### config.mk
export PLATFORM = sky130hd
export DESIGN_NAME = mr90_walk
export DESIGN_NICKNAME = d
export VERILOG_FILES = /design/src/hdl/mr90_pkg.sv /design/src/hdl/mr90_walk.sv
export SDC_FILE = /design/constraint.sdc
export NUM_CORES = 1
export LEC_CHECK = 0
export ABC_AREA = 1
export BUFFER_PORTS_ARGS = -buffer_cell sky130_fd_sc_hd__buf_2
export CAP_MARGIN = 40
export CORE_MARGIN = 2
export CORE_UTILIZATION = 50
export CTS_CLUSTER_DIAMETER = 30
export DETAILED_ROUTE_END_ITERATION = 7
export PLACE_DENSITY = 0.7
export SYNTH_ARGS = -nofsm -noshare
export SYNTH_HDL_FRONTEND = slang
export SYNTH_SLANG_ARGS = --single-unit
### constraint.sdc
create_clock -name clk -period 9.2 [get_ports clk]
set_input_delay 1.84 -clock clk [delete_from_list [all_inputs] [get_ports clk]]
set_output_delay 1.84 -clock clk [all_outputs]
set_load 0.1 [all_outputs]
### src/hdl/mr90_pkg.sv
// ----------------------------------------------------------------------------
// mr90_pkg
// Shared types and constants for the in-place matrix rotation block.
// ----------------------------------------------------------------------------
package mr90_pkg;

	// Fixed field widths of the stream items and the side register.
	localparam int DATA_W = 32;
	localparam int IDX_W  = 5;
	localparam int SIDE_W = 6;
	localparam int ACT_W  = 2;

	// Coordinate width inside the block; a coordinate stays below the side.
	localparam int CW = SIDE_W;

	// Packed stream widths.
	localparam int S_TDATA_W = 48;
	localparam int M_TDATA_W = 32;

	// Item kinds carried in the input tuser.
	typedef enum logic [ACT_W-1:0] {
		ACT_WRITE  = 2'd0,
		ACT_ROTATE = 2'd1,
		ACT_READ   = 2'd2
	} act_t;

	// Front-end control states.
	typedef enum logic [1:0] {
		T_IDLE,
		T_READ,
		T_ROT
	} top_state_t;

	// Rotation walker states.
	typedef enum logic [1:0] {
		W_IDLE,
		W_READ,
		W_WRITE
	} walk_state_t;

	// Memory request and status from the rotation walker.
	typedef struct packed {
		logic          busy;
		logic          done;
		logic          rd;
		logic          wr;
		logic [CW-1:0] row;
		logic [CW-1:0] col;
	} walk_if_t;

endpackage

### src/hdl/mr90_walk.sv
// ----------------------------------------------------------------------------
// mr90_walk
// Rotation sequencer: walks rings and ring positions, reads the four
// elements of each position through the shared memory port, then writes
// them back one place further clockwise.
// ----------------------------------------------------------------------------
module mr90_walk (
	input  logic                         clk,
	input  logic                         arst_n,
	input  logic                         start,
	input  logic [mr90_pkg::CW-1:0]      side,
	input  logic [mr90_pkg::DATA_W-1:0]  rdata,
	output mr90_pkg::walk_if_t           walk,
	output logic [mr90_pkg::DATA_W-1:0]  wdata
);
	import mr90_pkg::*;

	walk_state_t   state_q, state_d;
	logic [1:0]    phase_q;
	logic [CW-1:0] ring_q;
	logic [CW-1:0] k_q;
	logic [CW-1:0] last_q;
	logic [CW-1:0] half_q;
	logic [CW-1:0] mir;
	logic          rd_pend_q;
	logic [1:0]    rd_sel_q;
	logic          done_q;
	logic [1:0]    pos;
	logic          pos_end;
	logic [DATA_W-1:0] hold_q [4];

	// Mirror coordinate of the current ring position: last - (k - ring).
	assign mir = last_q - k_q + ring_q;

	// Reads visit top, right, bottom, left; writes go one place further.
	assign pos = (state_q == W_WRITE) ? (phase_q + 2'd1) : phase_q;

	// Request flags, status and the address of position 0 top, 1 right,
	// 2 bottom, 3 left.
	always_comb begin
		walk.busy = (state_q != W_IDLE);
		walk.done = done_q;
		walk.rd   = (state_q == W_READ);
		walk.wr   = (state_q == W_WRITE);
		case (pos)
			2'd0: begin
				walk.row = ring_q;
				walk.col = k_q;
			end
			2'd1: begin
				walk.row = k_q;
				walk.col = last_q;
			end
			2'd2: begin
				walk.row = last_q;
				walk.col = mir;
			end
			default: begin
				walk.row = mir;
				walk.col = ring_q;
			end
		endcase
	end

	assign wdata     = hold_q[phase_q];
	assign pos_end   = (state_q == W_WRITE) && (phase_q == 2'd3);

	// Next state.
	always_comb begin
		state_d = state_q;
		unique case (state_q)
			W_IDLE: begin
				if (start && (side > CW'(1))) begin
					state_d = W_READ;
				end
			end
			W_READ: begin
				if (phase_q == 2'd3) begin
					state_d = W_WRITE;
				end
			end
			W_WRITE: begin
				if (phase_q == 2'd3) begin
					if ((k_q + CW'(1) < last_q) || (ring_q + CW'(1) < half_q)) begin
						state_d = W_READ;
					end else begin
						state_d = W_IDLE;
					end
				end
			end
			default: state_d = W_IDLE;
		endcase
	end

	// State, counters and the done pulse.
	always_ff @(posedge clk or negedge arst_n) begin
		if (!arst_n) begin
			state_q   <= W_IDLE;
			phase_q   <= 2'd0;
			ring_q    <= '0;
			k_q       <= '0;
			last_q    <= '0;
			half_q    <= '0;
			rd_pend_q <= 1'b0;
			rd_sel_q  <= 2'd0;
			done_q    <= 1'b0;
		end else begin
			state_q   <= state_d;
			rd_pend_q <= walk.rd;
			rd_sel_q  <= phase_q;
			done_q    <= 1'b0;
			if (state_q == W_IDLE) begin
				if (start) begin
					phase_q <= 2'd0;
					ring_q  <= '0;
					k_q     <= '0;
					last_q  <= side - CW'(1);
					half_q  <= side >> 1;
					done_q  <= (side <= CW'(1));
				end
			end else begin
				phase_q <= phase_q + 2'd1;
				if (pos_end) begin
					if (k_q + CW'(1) < last_q) begin
						k_q <= k_q + CW'(1);
					end else if (ring_q + CW'(1) < half_q) begin
						ring_q <= ring_q + CW'(1);
						last_q <= last_q - CW'(1);
						k_q    <= ring_q + CW'(1);
					end else begin
						done_q <= 1'b1;
					end
				end
			end
		end
	end

	// Capture read data in the cycle after each read request.
	always_ff @(posedge clk) begin
		if (rd_pend_q) begin
			hold_q[rd_sel_q] <= rdata;
		end
	end

endmodule

# After elaboration in Yosys (flattened, before gate mapping)
# Memories as Yosys holds them, arrays and structs flattened.
# Index checks and enable logic that the tools add are counted.
# totals
regBits	31
ramBits	128
input_bits	41
output_inout_bits	48
wordCells	73
memories	1
# memory_table
memory	words	width	read_ports	rd_clocked_by_memory_dff	write_ports	line	rtl
hold_q	4	32	1	0	1	mr90_walk.sv:30	logic [DATA_W-1:0] hold_q [4];
# op_classes
n_addsub	7
magnitude_cmp	4
eq_ne	10
mux	29
n_reduce_logical	13
# op_table
op	count
$mux 6	13
$pmux 12 s3	1
$add 6x1->6 const B	2
$mux 2	6
$sub 6x1->6 const B	2
$mux 1	8
$add 6x6->6	1
$eq 2x2->1 const B	3
$gt 6x1->1 const B	1
$le 6x1->1 const B	1
$lt 6x5->1	1
$lt 6x6->1	1
$ne 2x1->1 const B	3
$pmux 2 s3	1
$reduce_and 3->1	2
$reduce_bool 2->1	3
$sub 6x6->6	1
$eq 2x1->1 const B	2
$logic_not 2->1	2
$ne 2x2->1 const B	2
$reduce_and 4->1	1
$reduce_bool 3->1	1
$add 2x1->2 const B	1
$logic_and 1x1->1	2
2 further kinds	2

# Longest topological paths before layout
# Gate-level depths: netlist (run 1).
# depth
depth_word	6
ltp_mapped	15
depth_no_buf	15

# Least setup slack after synthesis (run 1)
# OpenSTA, ideal clock, no wires.
# synth_path
path_kind	reg-to-output
from	reg ring_q[2]
to	out walk[9] in the netlist's numbering
t_arrival_ns	3.330
required_ns	7.360
path_slack_ns	4.030
path_stages_with_launch	9
path_buffers	0
cell_sequence	dfrtp_1 inv_1 fa_1 inv_1 ha_1 a21oi_1 o21ai_0 xnor2_1 o2111ai_1
# synth_rtl
item	line	rtl
start, declared	mr90_walk.sv:20	logic [CW-1:0] ring_q;
start signal, assigned	mr90_walk.sv:127	ring_q <= ring_q + CW'(1);
end, declared	mr90_walk.sv:13	output mr90_pkg::walk_if_t walk,

==> metrics.txt, run 1 <==
outcome=completed; H-tree Lvls=4; Hold EP=half_q[4]; Via density=5.503; vias in the first global route=5377; Arrival @ worst endpoint=3150 ps; RR Endpoint=ring_q[5]; final critical-path share of the clock period=0.5419; Final HPWL DP=10690 um; share of layout cells above drive strength 1=0.1955; total negative setup slack=0 ps; GR Util All Layers=0.2130; worst skew pair latency=420 ps; hold_buf cts=0; Post-synth EDFFs=128; Clock Path Buffers=2; Distinct cells, synth=40; Final Hold Fails=0; final worst path period need=4986 ps; Worst Clk Skew=15.43 ps; ys async rst share=0.1950; Synthesis Warnings=0; Primary FF master, synth=edfxtp_1; worst-path maximum fanout=4; mapped cell area=7472 um^2; die height=126.2 um; router iterations before antenna repair=5; RR Startpoint=k_q[0]; Initial Utilization=0.5122; Final ANT Viol Nets=0; HP Class=register to register; Final Instance Count excl. Fillers=983; WP buf/inv=2; Critical-path top delay cell=fa_1; drt drc=0; most used cell, CP=fa_1; Die Area=15940 um^2; RSZ-0062 raised after global routing=false; Commonest cells post-synth=128 x edfxtp_1, 107 x nand2_1, 82 x nor2_1; sequential area share after synthesis=0.6182; Required @ worst endpoint=7360 ps; global-route wire length before repair=26340 um; clock sink count=159; Slew Limit Headroom=0.5089; CP peak stage delay=540 ps; Die W=126.2 um; number of DRC markers in iteration 0=429; crit-path cells=inv_1, fa_1, fa_1, o21ai_0, xor2_1, nand2_1, o2111ai_1, buf_2; top post-synthesis cells by area=edfxtp_1 51%, dfrtp_1 10%, nand2_1 5.4%, o21ai_0 5.2%, nor2_1 4.1%; Hold Crit Start=half_q[4]; fmax=0.2006 GHz; pin count of the biggest net entering global routing=71; grt total ovfl=0; syn_nets=768; post-route setup slack=4214 ps; RePlAce Congestion=0.9233; number of max-cap violations=0; CP endpoint kind=primary output; area delta synth->final=15.39%; via count=5409; clk slew on worst S/H paths=60 ps; CORE AREA=14590 um^2; detail-routed net length per standard cell=16.86 um; post-layout util=0.5910; antenna violations before repair=1; CTS tree=built; worst-margin pin slew=736.7 ps; Hold Path Cell Cnt=2; Nets=853; most common cell in the netlist=edfxtp_1; Syn Inst Count=700; FF-to-FF setup slack=6440 ps; Synth top area share=0.5144; Crit Path Category=register to primary output; Avg Inst Size Synth=10.67 um^2; critical path's top delay family=adder cells; CTS Buf Count=17; setup bufs post-CTS=0; port buffer count=88; clock root cell=clkbuf_16; DP Worst Slack=4659 ps; Worst Reg-to-Reg Cells=10; row count=44; Yosys reg bits=159; post-synth top area cell=edfxtp_1; Startpoint Class=register; DP Cell Count=950; Post-Route WL=16570 um; num ports=89; Final Max Tran Viols=0; Post-CTS Resized=0; Setup-failing EPs final=0
cells by family after synthesis:
kind of cell | after synthesis | share of synthesized area
muxes | 1 | 0.001340
adders and majority gates | 27 | 0.05023
and+or+nand+nor | 246 | 0.1442
DFF | 159 | 0.6182
xor gates and xnor gates | 15 | 0.01859
AOI/OAI and AO/OA | 152 | 0.1125
buffers and inverters | 100 | 0.05492
layer usage:
| layer | vias to the layer above | routed length [um] | global-route usage |
|---|---|---|---|
| met4 | 0 | 257 | 0.06917 |
| met2 | 177 | 8537 | 0.3767 |
| met3 | 22 | 1108 | 0.06457 |
| met5 | - | 0 | 0 |
| met1 | 2595 | 6668 | 0.2482 |
| li1 | 2615 | - | - |
final cells by class:
cell class / count / area [um^2]
fill: 1145 / 5967
timing repair buffer: 95 / 505.5
clock inverter: 15 / 108.9
clock buffer: 17 / 425.4
multi-input combinational: 441 / 2462
sequential: 159 / 4621
tap: 184 / 230.2
inverter: 71 / 266.5
antenna: 1 / 2.502
placed cells by master (no fill, tap or decap), types with 3 or more instances in the layout:
| master | synthesis | final |
|---|---|---|
| nand2_1 | 107 | 107 |
| clkbuf_16 | 0 | 17 |
| clkinv_1 | 0 | 3 |
| nand3_1 | 19 | 19 |
| nand2_2 | 4 | 4 |
| nor2_2 | 4 | 4 |
| edfxtp_1 | 128 | 128 |
| inv_6 | 0 | 4 |
| inv_2 | 10 | 10 |
| nor2_1 | 82 | 82 |
| ha_1 | 22 | 22 |
| buf_4 | 2 | 6 |
| dfrtp_1 | 31 | 30 |
| o2111ai_1 | 7 | 7 |
| o21ai_1 | 12 | 12 |
| xnor2_1 | 5 | 5 |
| o22ai_1 | 33 | 33 |
| nor3_1 | 7 | 3 |
| fa_1 | 5 | 5 |
| a21oi_1 | 17 | 17 |
| xor2_1 | 9 | 9 |
| o21ai_0 | 78 | 78 |
| nor3_2 | 0 | 4 |
| clkinv_2 | 0 | 3 |
| buf_2 | 1 | 88 |
| nand4_1 | 14 | 14 |
| inv_1 | 61 | 61 |
worst register-to-register path, cell delays in order, from the launching register on:
cell,delay (ps)
dfrtp_1,560
nand3_1,160
nand3b_1,200
xor2_1,200
inv_1,70
ha_1,290
a21oi_1,230
nand4_2,460
nand3_4,370
nand2_1,90
inv_1,60
state kept, by name, indices dropped and copies added (netlist names):
signal and cells:
state_q 2, last_q 6, rd_sel_q 2, done_q 1, ring_q 6, hold_q 128, k_q 6, half_q 5
rd_pend_q 1, phase_q 2
how the worst max path moves through the flow:
stage,startpoint,to,slack [ps],depth (start not counted)
finish,ring_q[1],walk[4],4210,8
CTS,ring_q[1],walk[4],4190,8
detailed placement,ring_q[1],walk[4],4660,8
floorplan,ring_q[2],walk[9],4030,8
global route,ring_q[2],walk[3],4000,11
global placement,ring_q[3],walk[10],4680,10
through the flow:
step | instance area (um^2) | hold slack (ps)
after global placement | 8065 | 475.5
after global routing | 8620 | 524.5
final | 8622 | 492.5
after floorplan | 7472 | 453.0
after CTS | 8620 | 492.2
after detailed placement | 8085 | 478.1
Power of run 1 is not shown: default switching activity piles up to over one toggle a cycle in this logic, so the estimate is an artifact.
==> run 2, diff against run 1 <==
- clock period: 9.2 -> 5.1 ns (I/O delays scaled with it)
==> metrics.txt, run 2 (synthesis gave the netlist of run 1 again) <==
outcome=completed (unchanged); GR Util All Layers=0.2212 (was 0.2130); Crit Path Category=register to primary output (unchanged); Worst Clk Skew=12.36 ps (was 15.43 ps); multi-input combinational cell area=2462 um^2 (unchanged); fmax=0.2416 GHz; Post-Route WL=17050 um (was 16570 um); CP endpoint kind=primary output (unchanged); worst skew pair latency=430 ps (was 420 ps); Slew Limit Headroom=0.4959 (was 0.5089); number of max-cap violations=0 (unchanged); Startpoint Class=register (unchanged); port buffer count=88 (unchanged); Clock Path Buffers=2 (unchanged); uppermost layer routed=met5 (was met4); worst-path maximum fanout=34 (was 4); Hold Path Cell Cnt=2 (unchanged); setup bufs post-CTS=0 (unchanged); CTS tree=built (unchanged); detail-routed net length per standard cell=17.34 um (was 16.86 um); row count=44 (unchanged); Arrival @ worst endpoint=3120 ps (was 3150 ps); total negative setup slack=0 ps (unchanged); HP Class=register to register (unchanged); RR Startpoint=k_q[2] (was k_q[0]); Final Max Tran Viols=0 (unchanged); CP peak stage delay=570 ps (was 540 ps); Die Area=15940 um^2 (unchanged); most frequent cells in the layout=128 x edfxtp_1, 107 x nand2_1, 88 x buf_2, 82 x nor2_1, 78 x o21ai_0 (unchanged); Die W=126.2 um (unchanged); Final Hold Fails=0 (unchanged); antenna violations before repair=2 (was 1); worst-margin pin slew=756.1 ps (was 736.7 ps); H-tree Lvls=4 (unchanged); global-route wire length before repair=27130 um (was 26340 um); via count=5476 (was 5409); clock root cell=clkbuf_16 (unchanged); Design Area, Final=8682 um^2 (was 8622 um^2); Required @ worst endpoint=4080 ps (was 7360 ps); Hold Crit Start=half_q[3] (was half_q[4]); routed length on met2=8407 um (was 8537 um); final critical-path share of the clock period=0.8117; router iterations before antenna repair=5 (unchanged); critical path's top delay family=buffers and inverters (was adder cells); area delta synth->final=16.19% (was 15.39%); CTS Buf Count=17 (unchanged); Fillers=1199 (was 1145); Biggest register=hold_q (unchanged); placed inst area=8085 um^2 (unchanged); CORE AREA=14590 um^2 (unchanged); Setup crit start=phase_q[1] (was ring_q[1]); Routed met3 length=1050 um (was 1108 um); die height=126.2 um (unchanged); share of layout cells above drive strength 1=0.1980 (was 0.1955); RePlAce Congestion=0.9441 (was 0.9233); Critical-path top delay cell=dfrtp_1 (was fa_1); Setup-failing EPs final=0 (unchanged); Largest register FFs=128 (unchanged); Final HPWL DP=11000 um (was 10690 um); num ports=89 (unchanged); post-layout util=0.5951 (was 0.5910); WP buf/inv=2 (unchanged); M1 WL=7278 um (was 6668 um); clk slew on worst S/H paths=70 ps (was 60 ps); Initial Utilization=0.5122 (unchanged); Via density=5.571 (was 5.503); Worst Reg-to-Reg Cells=10 (unchanged); grt total ovfl=0 (unchanged); Post-CTS Resized=0 (unchanged); post-route setup slack=960.1 ps (was 4214 ps); Nets=853 (unchanged); Hold EP=half_q[3] (was half_q[4]); FF-to-FF setup slack=2320 ps (was 6440 ps); hold_buf cts=0 (unchanged); RR Endpoint=last_q[2] (was ring_q[5]); sequential cell area=4621 um^2 (unchanged); Final ANT Viol Nets=0 (unchanged); number of DRC markers in iteration 0=440 (was 429); crit-path cells=inv_2, nand2_1, o21ai_2, nor2_2, nand2_1, o21ai_1, a21oi_1, o21ai_1, buf_2 (was inv_1, fa_1, fa_1, o21ai_0, xor2_1, nand2_1, o2111ai_1, buf_2); drt drc=0 (unchanged); final worst path period need=4140 ps; pin count of the biggest net entering global routing=68 (was 71); vias in the first global route=5499 (was 5377); clock sink count=159 (unchanged); DP Worst Slack=1464 ps (was 4659 ps); most common cell after layout, fill and taps aside=edfxtp_1 (unchanged); RSZ-0062 raised after global routing=false (unchanged)
run 2: cell count changes in the layout (fill, tap and decap cells not counted), sizes merged:
cell,before,now
bufinv,0,1
clkinv,8,4
inv,77,80
run 2: metal layers:
layer	GRT usage	up-vias
met3	0.07094	21
li1	-	2623
met2	0.3722	173
met4	0.07886	2
met5	0	-
met1	0.2692	2657
run 2: final cells by class:
class	instances	area share
Multi-Input combinational cell	441	0.2836
Clock buffer	17	0.04900
Tap cell	184	0.02652
Antenna cell	1	0.0002882
Sequential cell	159	0.5322
Clock inverter	15	0.01946
Inverter	71	0.03070
Timing Repair Buffer	95	0.05822
run 2: how the worst max path moves through the flow:
stage | endpoint | slack [ps] | cells past startpoint
5_1_grt | walk[4] | 790 | 11
3_3_place_gp | walk[3] | 1510 | 11
4_1_cts | walk[0] | 970 | 9
6_report | walk[0] | 960 | 9
3_5_place_dp | walk[3] | 1460 | 11
2_1_floorplan | walk[9] | 750 | 8
run 2: worst reg2reg max path, cell delays in order (launching register included):
cell	delay [ps]
dfrtp_1	510
nand3_1	160
nand3b_1	200
xor2_1	210
inv_1	80
ha_1	290
a21oi_1	230
nand4_2	490
nand3_4	400
nand2_1	90
nand2_1	60
run 2: through the flow:
step / std cells / hold slack, ps
4_1_cts: 982 / 505.8
5_1_grt: 983 / 551.4
6_report: 983 / 499.6
3_5_place_dp: 950 / 487.5
3_3_place_gp: 949 / 472.7
2_1_floorplan: 700 / 453.0
Power of run 2 is left out for the same reason.
==> run 3, diff against run 2 <==
- ABC_AREA: 1 -> 0
- PLACE_DENSITY: 0.7 -> 0.73
- clock period: 5.1 -> 3.7 ns (I/O delays scaled with it)
==> metrics.txt, run 3 <==
Largest register FFs=128 (unchanged); Distinct cells, synth=60 (was 40); worst-path maximum fanout=3 (was 34); sequential area share after synthesis=0.6235 (was 0.6182); GR Util met2=0.3526 (was 0.3722); Worst Clk Skew=16.72 ps (was 12.36 ps); number of max-cap violations=0 (unchanged); Yosys reg bits=159 (unchanged); Final ANT Viol Nets=0 (unchanged); post-route setup slack=97.52 ps (was 960.1 ps); post-synth top area cell=edfxtp_1 (unchanged); RePlAce Congestion=0.9213 (was 0.9441); RR Startpoint=k_q[0] (was k_q[2]); grt total ovfl=0 (unchanged); clock sink count=159 (unchanged); pin count of the biggest net entering global routing=33 (was 68); Syn Inst Count=491 (was 700); row count=44 (unchanged); post-layout util=0.6247 (was 0.5951); clock root cell=clkbuf_16 (unchanged); via count=4678 (was 5476); ys async rst share=0.1950 (unchanged); Setup-failing EPs final=0 (unchanged); most frequent cells in the layout=128 x edfxtp_1, 79 x buf_2, 34 x mux4_2, 33 x inv_1, 27 x buf_4 (was 128 x edfxtp_1, 107 x nand2_1, 88 x buf_2, 82 x nor2_1, 78 x o21ai_0); Setup crit start=ring_q[2] (was phase_q[1]); router iterations before antenna repair=5 (unchanged); outcome=completed (unchanged); total negative setup slack=0 ps (unchanged); Primary FF master, synth=edfxtp_1 (unchanged); port buffer count=88 (unchanged); Arrival @ worst endpoint=2860 ps (was 3120 ps); FF-to-FF setup slack=570 ps (was 2320 ps); RSZ-0062 raised after global routing=true (was false); met3 GRT Util=0.05862 (was 0.07094); Ant. Diodes=0 (was 1); Nets=674 (was 853); CORE AREA=14480 um^2 (was 14590 um^2); share of layout cells above drive strength 1=0.3683 (was 0.1980); area delta synth->final=22.09% (was 16.19%); detail-routed net length per standard cell=20.18 um (was 17.34 um); vias in the first global route=4810 (was 5499); Post-synth EDFFs=128 (unchanged); most common cell after layout, fill and taps aside=edfxtp_1 (unchanged); hold_buf cts=0 (unchanged); final worst path period need=3602 ps; CP endpoint kind=primary output (unchanged); CTS tree=built (unchanged); final critical-path share of the clock period=0.9736; Avg Inst Size Synth=15.09 um^2 (was 10.67 um^2); syn_nets=559 (was 768); HP Class=input port to async pin (was register to register); CTS Buf Count=17 (unchanged); Design Area, Final=9045 um^2 (was 8682 um^2); top post-synthesis cells by area=edfxtp_1 52%, dfrtp_1 10%, mux4_2 10%, ha_1 3.7%, inv_1 1.9% (was edfxtp_1 51%, dfrtp_1 10%, nand2_1 5.4%, o21ai_0 5.2%, nor2_1 4.1%); number of DRC markers in iteration 0=268 (was 440); DP Worst Slack=233.9 ps (was 1464 ps); worst-margin pin slew=750.0 ps (was 756.1 ps); Post-Route WL=16200 um (was 17050 um); Crit Path Category=register to primary output (unchanged); Final Max Tran Viols=0 (unchanged); most common cell in the netlist=edfxtp_1 (unchanged); placed inst area=8282 um^2 (was 8085 um^2); fmax=0.2776 GHz; Synthesis Warnings=0 (unchanged); Final HPWL DP=10830 um (was 11000 um); die height=125.7 um (was 126.2 um); Clock Path Buffers=2 (unchanged); global-route wire length before repair=25320 um (was 27130 um); Biggest register=hold_q (unchanged); Slew Limit Headroom=0.5000 (was 0.4959); worst skew pair latency=430 ps (about the same); Required @ worst endpoint=2960 ps (was 4080 ps); Startpoint Class=register (unchanged); Initial Utilization=0.5117 (was 0.5122); drt drc=0 (unchanged); mapped cell area=7408 um^2 (was 7472 um^2); Via density=5.826 (was 5.571); Die Area=15810 um^2 (was 15940 um^2); clk slew on worst S/H paths=70 ps (about the same); GRT Max-Usage Layer=met2 (unchanged); GR Util All Layers=0.2111 (was 0.2212); Synth top area share=0.5188 (was 0.5144); antenna violations before repair=0 (was 2); num ports=89 (unchanged); Global Route met1 Usage=0.2545 (was 0.2692); Die W=125.7 um (was 126.2 um); H-tree Lvls=4 (unchanged); Commonest cells post-synth=128 x edfxtp_1, 37 x inv_1, 34 x mux4_2 (was 128 x edfxtp_1, 107 x nand2_1, 82 x nor2_1); Final Hold Fails=0 (unchanged)
[run 3: what timing repair did]
| item | in CTS | in global routing |
|---|---|---|
| endpoints found under the setup margin | 8 | 8 |
| pin swaps | 3 | 8 |
| resized for setup | 12 | 19 |
| setup buffers | 6 | 9 |
[run 3: cells by family (layout without fill, tap and decap cells)]
kind of cell	after synthesis	in the layout	share of synthesized area
fa+ha+maj	27	27	0.05067
xor+xnor	18	18	0.02128
compound gates	85	85	0.08276
flops	159	159	0.6235
buf+inv	59	187	0.03226
mux	46	46	0.1246
simple gates	97	97	0.06485
[run 3: routing by layer]
metal / wire (um) / vias to the layer above / part of all wire
li1: - / 2149 / -
met5: 0 / - / 0
met4: 517 / 0 / 0.032
met3: 1210 / 40 / 0.075
met1: 6075 / 2299 / 0.37
met2: 8397 / 190 / 0.52
[run 3: critical path, stage by stage, from the launching register on]
cell and delay (ps):
dfrtp_2 380, inv_2 60, fa_1 520, inv_1 80, ha_4 260, nor2b_1 140, o21a_1 180, or3_4 340
a31oi_4 210, a21oi_2 100, buf_12 170
[run 3: path summary, 6_finish.rpt]
path	endpoint	depth (start not counted)
setup / recovery	walk[4]	10
hold / removal	last_q[5]	1
setup reg to reg	k_q[0]	9
hold reg to reg	half_q[0]	2
max in group asynchronous	k_q[2]	1
min in group clk	half_q[0]	2
[run 3: metrics by stage]
stage                     hold WS [ps]  cells
after global routing             418.5    803
final                            381.2    803
after global placement           463.6    753
after CTS                        387.4    794
after detailed placement         473.6    756
after floorplan                  374.9    491
[run 3: layout make-up]
cell class	instances	area (um^2)
multi-input combinational	273	2668
clock buffer	17	425.4
timing repair buffer	117	820.8
inverter	38	142.6
tap	184	230.2
clock inverter	15	126.4
sequential	159	4632
fill	1051	5434
Power of run 3 is left out for the same reason.
